$ cat src/hdl/dhec_ram.sv
// Generic single-write, single-read RAM with registered read data.
module dhec_ram #(
    parameter int WIDTH = 63,
    parameter int DEPTH = 64
) (
    input  logic                     i_clk,
    input  logic                     i_wr_en,
    input  logic [$clog2(DEPTH)-1:0] i_wr_addr,
    input  logic [WIDTH-1:0]         i_wr_data,
    input  logic                     i_rd_en,
    input  logic [$clog2(DEPTH)-1:0] i_rd_addr,
    output logic [WIDTH-1:0]         o_rd_data
);

    logic [WIDTH-1:0] r_mem [DEPTH];
    logic [WIDTH-1:0] r_rd_data;

    // Write port
    always_ff @(posedge i_clk) begin
        if (i_wr_en) begin
            r_mem[i_wr_addr] <= i_wr_data;
        end
    end

    // Registered read port
    always_ff @(posedge i_clk) begin
        if (i_rd_en) begin
            r_rd_data <= r_mem[i_rd_addr];
        end
    end

    assign o_rd_data = r_rd_data;

endmodule

$ cat config.mk
export PLATFORM = sky130hd
export DESIGN_NAME = dhec_ram
export DESIGN_NICKNAME = d
export VERILOG_FILES = /design/src/hdl/dhec_ram.sv
export SDC_FILE = /design/constraint.sdc
export NUM_CORES = 2
export LEC_CHECK = 0
export ABC_CLOCK_PERIOD_IN_PS = 14800
export BUFFER_PORTS_ARGS = -buffer_cell sky130_fd_sc_hd__buf_2
export CORE_ASPECT_RATIO = 0.9
export CORE_MARGIN = 8
export CORE_UTILIZATION = 50
export CTS_BUF_LIST = sky130_fd_sc_hd__clkbuf_8
export DETAILED_ROUTE_END_ITERATION = 7
export PLACE_DENSITY = 0.65
export SYNTH_ARGS = -nofsm -noshare
export SYNTH_HDL_FRONTEND = slang
export SYNTH_SLANG_ARGS = --single-unit
export TNS_END_PERCENT = 30
$ cat constraint.sdc
create_clock -name i_clk -period 14.8 [get_ports i_clk]
set_clock_uncertainty 0.2 [all_clocks]
set_input_delay 3.7 -clock i_clk [delete_from_list [all_inputs] [get_ports i_clk]]
set_output_delay 3.7 -clock i_clk [all_outputs]
set_load 0.005 [all_outputs]
# Word level (Yosys, flattened, before mapping)
# Memory sizes are Yosys's and may differ from the RTL's. A register that Yosys moved wholly into a read port is not among the register bits.
# Cells that the tools add are included.
classes:
  n_mux: 2
ops:
  columns: ["cell", "n"]
  rows:
  - ["two-way mux 1 bit", 2]
totals:
  ff_bits: 0
  mem_bits_rw: 4032
  input_bits: 78
  out_inout_bits: 63
  wordCells: 3
  n_memories: 1
mem_list:
  columns: ["name", "depth", "word_bits", "read_ports", "rd_clocked_by_memory_dff", "wr", "line", "rtl"]
  rows:
  - ["r_mem", 64, 63, 1, 1, 1, "15", "logic [WIDTH-1:0] r_mem [DEPTH];"]

# Logic depth before layout (Yosys ltp)
depth:
  ltp_word: 2
  mapped_depth: 10
  ltp_nobuf: 5

# Least setup slack after synthesis
# Ideal clock, no wire load.
synth_path:
  kind: "input to register"
  from: "input port i_wr_addr[3]"
  to: "memory r_mem[48][0] (enable)"
  setup_time_ns: 0.561
  arrival_time_ns: 8.478
  required_time_ns: 14.039
  setup_slack_ns: 5.560
  stages: 4
  n_path_buf: 1
  cell_sequence: "clkbuf_1 > nor2b_1 > nand4b_1 > nor3_1"
synth_lines:
  columns: ["element", "line", "rtl"]
  rows:
  - ["start: declaration", "8", "input logic [$clog2(DEPTH)-1:0] i_wr_addr,"]
  - ["end: declaration", "15", null]
# Straight into the memory's write port.

==> reports/qor.yml <==
worst_setup_path:
  critPathSlowestCell: "buf_4"
  slowest_delay_ns: 0.80
  cp_max_fo: 85
  worstPathRequired_ns: 15.62
  cpMostUsedCell: "buf_4"
  path_delay_family: "buffers and inverters"
  cp.arrival_ns: 8.06
  worstSetupPathType: "primary input to flip-flop"
  cp_num_cells: 8
  reg2reg_depth: 4
  worst_setup_path_end_kind: "flip-flop"
  critPathLaunchType: "primary input"
  cp.buffers_inverters: 4
  crit_path_cell_trace: "buf_8 -> buf_4 -> buf_4 -> buf_4 -> mux4_2 -> o22ai_1 -> nor4_1 -> o22a_1"
sta:
  setup_slack_ns: 7.552
  rsz0062_at_grt: "no"
  max_slew_margin_pct: 15.15
  hold_ws_ns: 0.6191
  worst_pin_slew_ns: 1.273
  timing.fmax_ghz: 0.1380
  fin_setup_tns_ns: 0
  fin_crit_ns: 7.248
  slew_viol_final: 0
  hold_viol_final: 0
  finalCritPeriodShare_pct: 48.97
  setup_viol: 0
finish:
  nets: 7219
  n_fill_cell: 22530
  drive_above_1_share_pct: 28.14
  final_core_utilization_pct: 55.82
  syn_to_final_growth_pct: 11.21
global_routing:
  antenna_found_initial: 35
  first_global_vias: 76670
  grt_pass1_wl_mm: 594.3
  grt_use_total_pct: 25.84
  grt-ovfl-total: 0
  grt_max_degree: 125
clock_tree:
  cts_setup_buffers: 0
  cts_root_buffer: "clkbuf_8"
  numClockSinks: 4095
  htreeDepth: 6
  path_clk_slew_ns: 0.06
  cts_hold_buf: 0
  clkLatencyLatePin_ns: 1.20
  cts_resized: 0
  cts_buffers: 626
  cts_tree: "built"
  cts_buffer_depth: 4
detailed_routing:
  via_per_inst: 6.607
  wirelength_mm: 430.6
  antenna_left: 0
  via_count: 77330
  drt-initial-drc-count: 11090
  drc: 0
  dr.pass1.iters: 6
  wire_per_inst_microns: 36.79
synthesis:
  ys_seq_area_share_pct: 79.88
  synthArstFlopShare_pct: 0
  yosysWarnings: 0
  synthCells: 6555
  synth_top_cell_by_area: "edfxtp_1"
  yosys-top-cells-area: "edfxtp_1 (80%), mux4_2 (14%), o22ai_1 (1.2%)"
  yosysMostFrequentCell: "edfxtp_1"
  syn-cell-area_sq_mm: 0.1539
  synth_edf_count: 4095
  synth_top_area_share_pct: 79.88
  ys_top_cells_by_count: "edfxtp_1 (4095), mux4_2 (963), o22ai_1 (299)"
  ys.flop_type: "edfxtp_1"
  ys_ff_latch: 4095
  syn_nets: 6633
  synth.distinct_cells: 33
  avgSynthCellArea_sq_um: 23.48
floorplanning:
  pin_count: 141
  die_y_microns: 542.4
  die_w_microns: 600.9
  std_cell_rows: 193
  die_area_sq_mm: 0.3259
  core_sq_mm: 0.3067
  start_util_pct: 50.19
place:
  dp_hpwl_mm: 219.1
  pre_cts_ws_ns: 6.465
  routabilityCongestion: 0.7804
  io_buffers: 140
run_status:
  status: "finished, final reports clean"
power:
  irDropWorstVdd_mv: 0.09957
  p_leak_nw: 53.50
  cellPowerDensity_mw_per_mm2: 131.1
worst_hold_path:
  hold_class: "flip-flop to flip-flop"
  whs_path_depth: 5
job:
  maxCapViolCount: 0
layout make-up:
type	instances	area, sq um	area share (%)
clock inverters	447	2295	1.340
diodes	14	35.03	0.02046
repair buffers	339	2365	1.381
multi-input cells	2079	29660	17.33
flip-flops and latches	4095	123000	71.83
clock buffers	635	8740	5.105
well taps	4095	5124	2.993
flip-flops by register name, indices dropped and copies added (netlist names):
| name | count |
|---|---|
| o_rd_data | 63 |
| r_mem | 4032 |
cell families after synthesis:
group | count (synthesis) | share of synthesized area (%)
AOI/OAI and AO/OA | 612 | 2.805
buffers and inverters | 381 | 1.225
DFF | 4095 | 79.88
muxes | 1067 | 14.77
and+or+nand+nor | 400 | 1.323
tightest hold or removal path: stages, from the launching register on:
cell and delay, ns:
edfxtp_1 0.32, mux2i_1 0.06, nand2_1 0.07, a31oi_1 0.08
o21ai_0 0.09, o211a_1 0.15
metrics by stage:
stage	power (mW)	cells	instance area (sq um)
3_3_place_gp	14.18	10610	160100
6_report	22.44	11700	171200
3_5_place_dp	14.20	10610	160100
5_1_grt	23.10	11700	171200
4_1_cts	22.58	11690	171200
2_1_floorplan	13.72	6555	153900
layout by cell type (no fill, tap or decap), types with 103 or more instances in the layout:
master,instances
inv_1,230
clkbuf_8,635
mux4_2,963
mux2i_1,104
clkinv_1,108
o22ai_1,299
edfxtp_1,4095
buf_4,193
buf_2,133
a211oi_1,103
path summary, 6_finish.rpt:
path | slack [ns] | start | end
worst max-delay path | 7.55 | i_rd_addr[1] | o_rd_data[40]
worst min-delay path | 0.62 | r_mem[2][46] | o_rd_data[46]
worst max register to register | 12.62 | r_mem[15][17] | o_rd_data[17]
worst min register to register | 0.62 | r_mem[2][46] | o_rd_data[46]
power breakdown:
| part | internal [mW] | total, mW | switching, mW | leakage [nW] |
|---|---|---|---|---|
| Clock | 4.13 | 8.48 | 4.35 | 6.49 |
| Combinational | 0.373 | 1.04 | 0.671 | 10.1 |
| Sequential | 12.9 | 12.9 | 0.0429 | 36.9 |
routing by layer:
layer,track usage (%),share of wire (%)
met1,36.52,38
met2,40.39,47
met4,9.921,4.1
met5,0,0.016
met3,5.069,11
No activity file was read; power rests on OpenSTA's default activity.
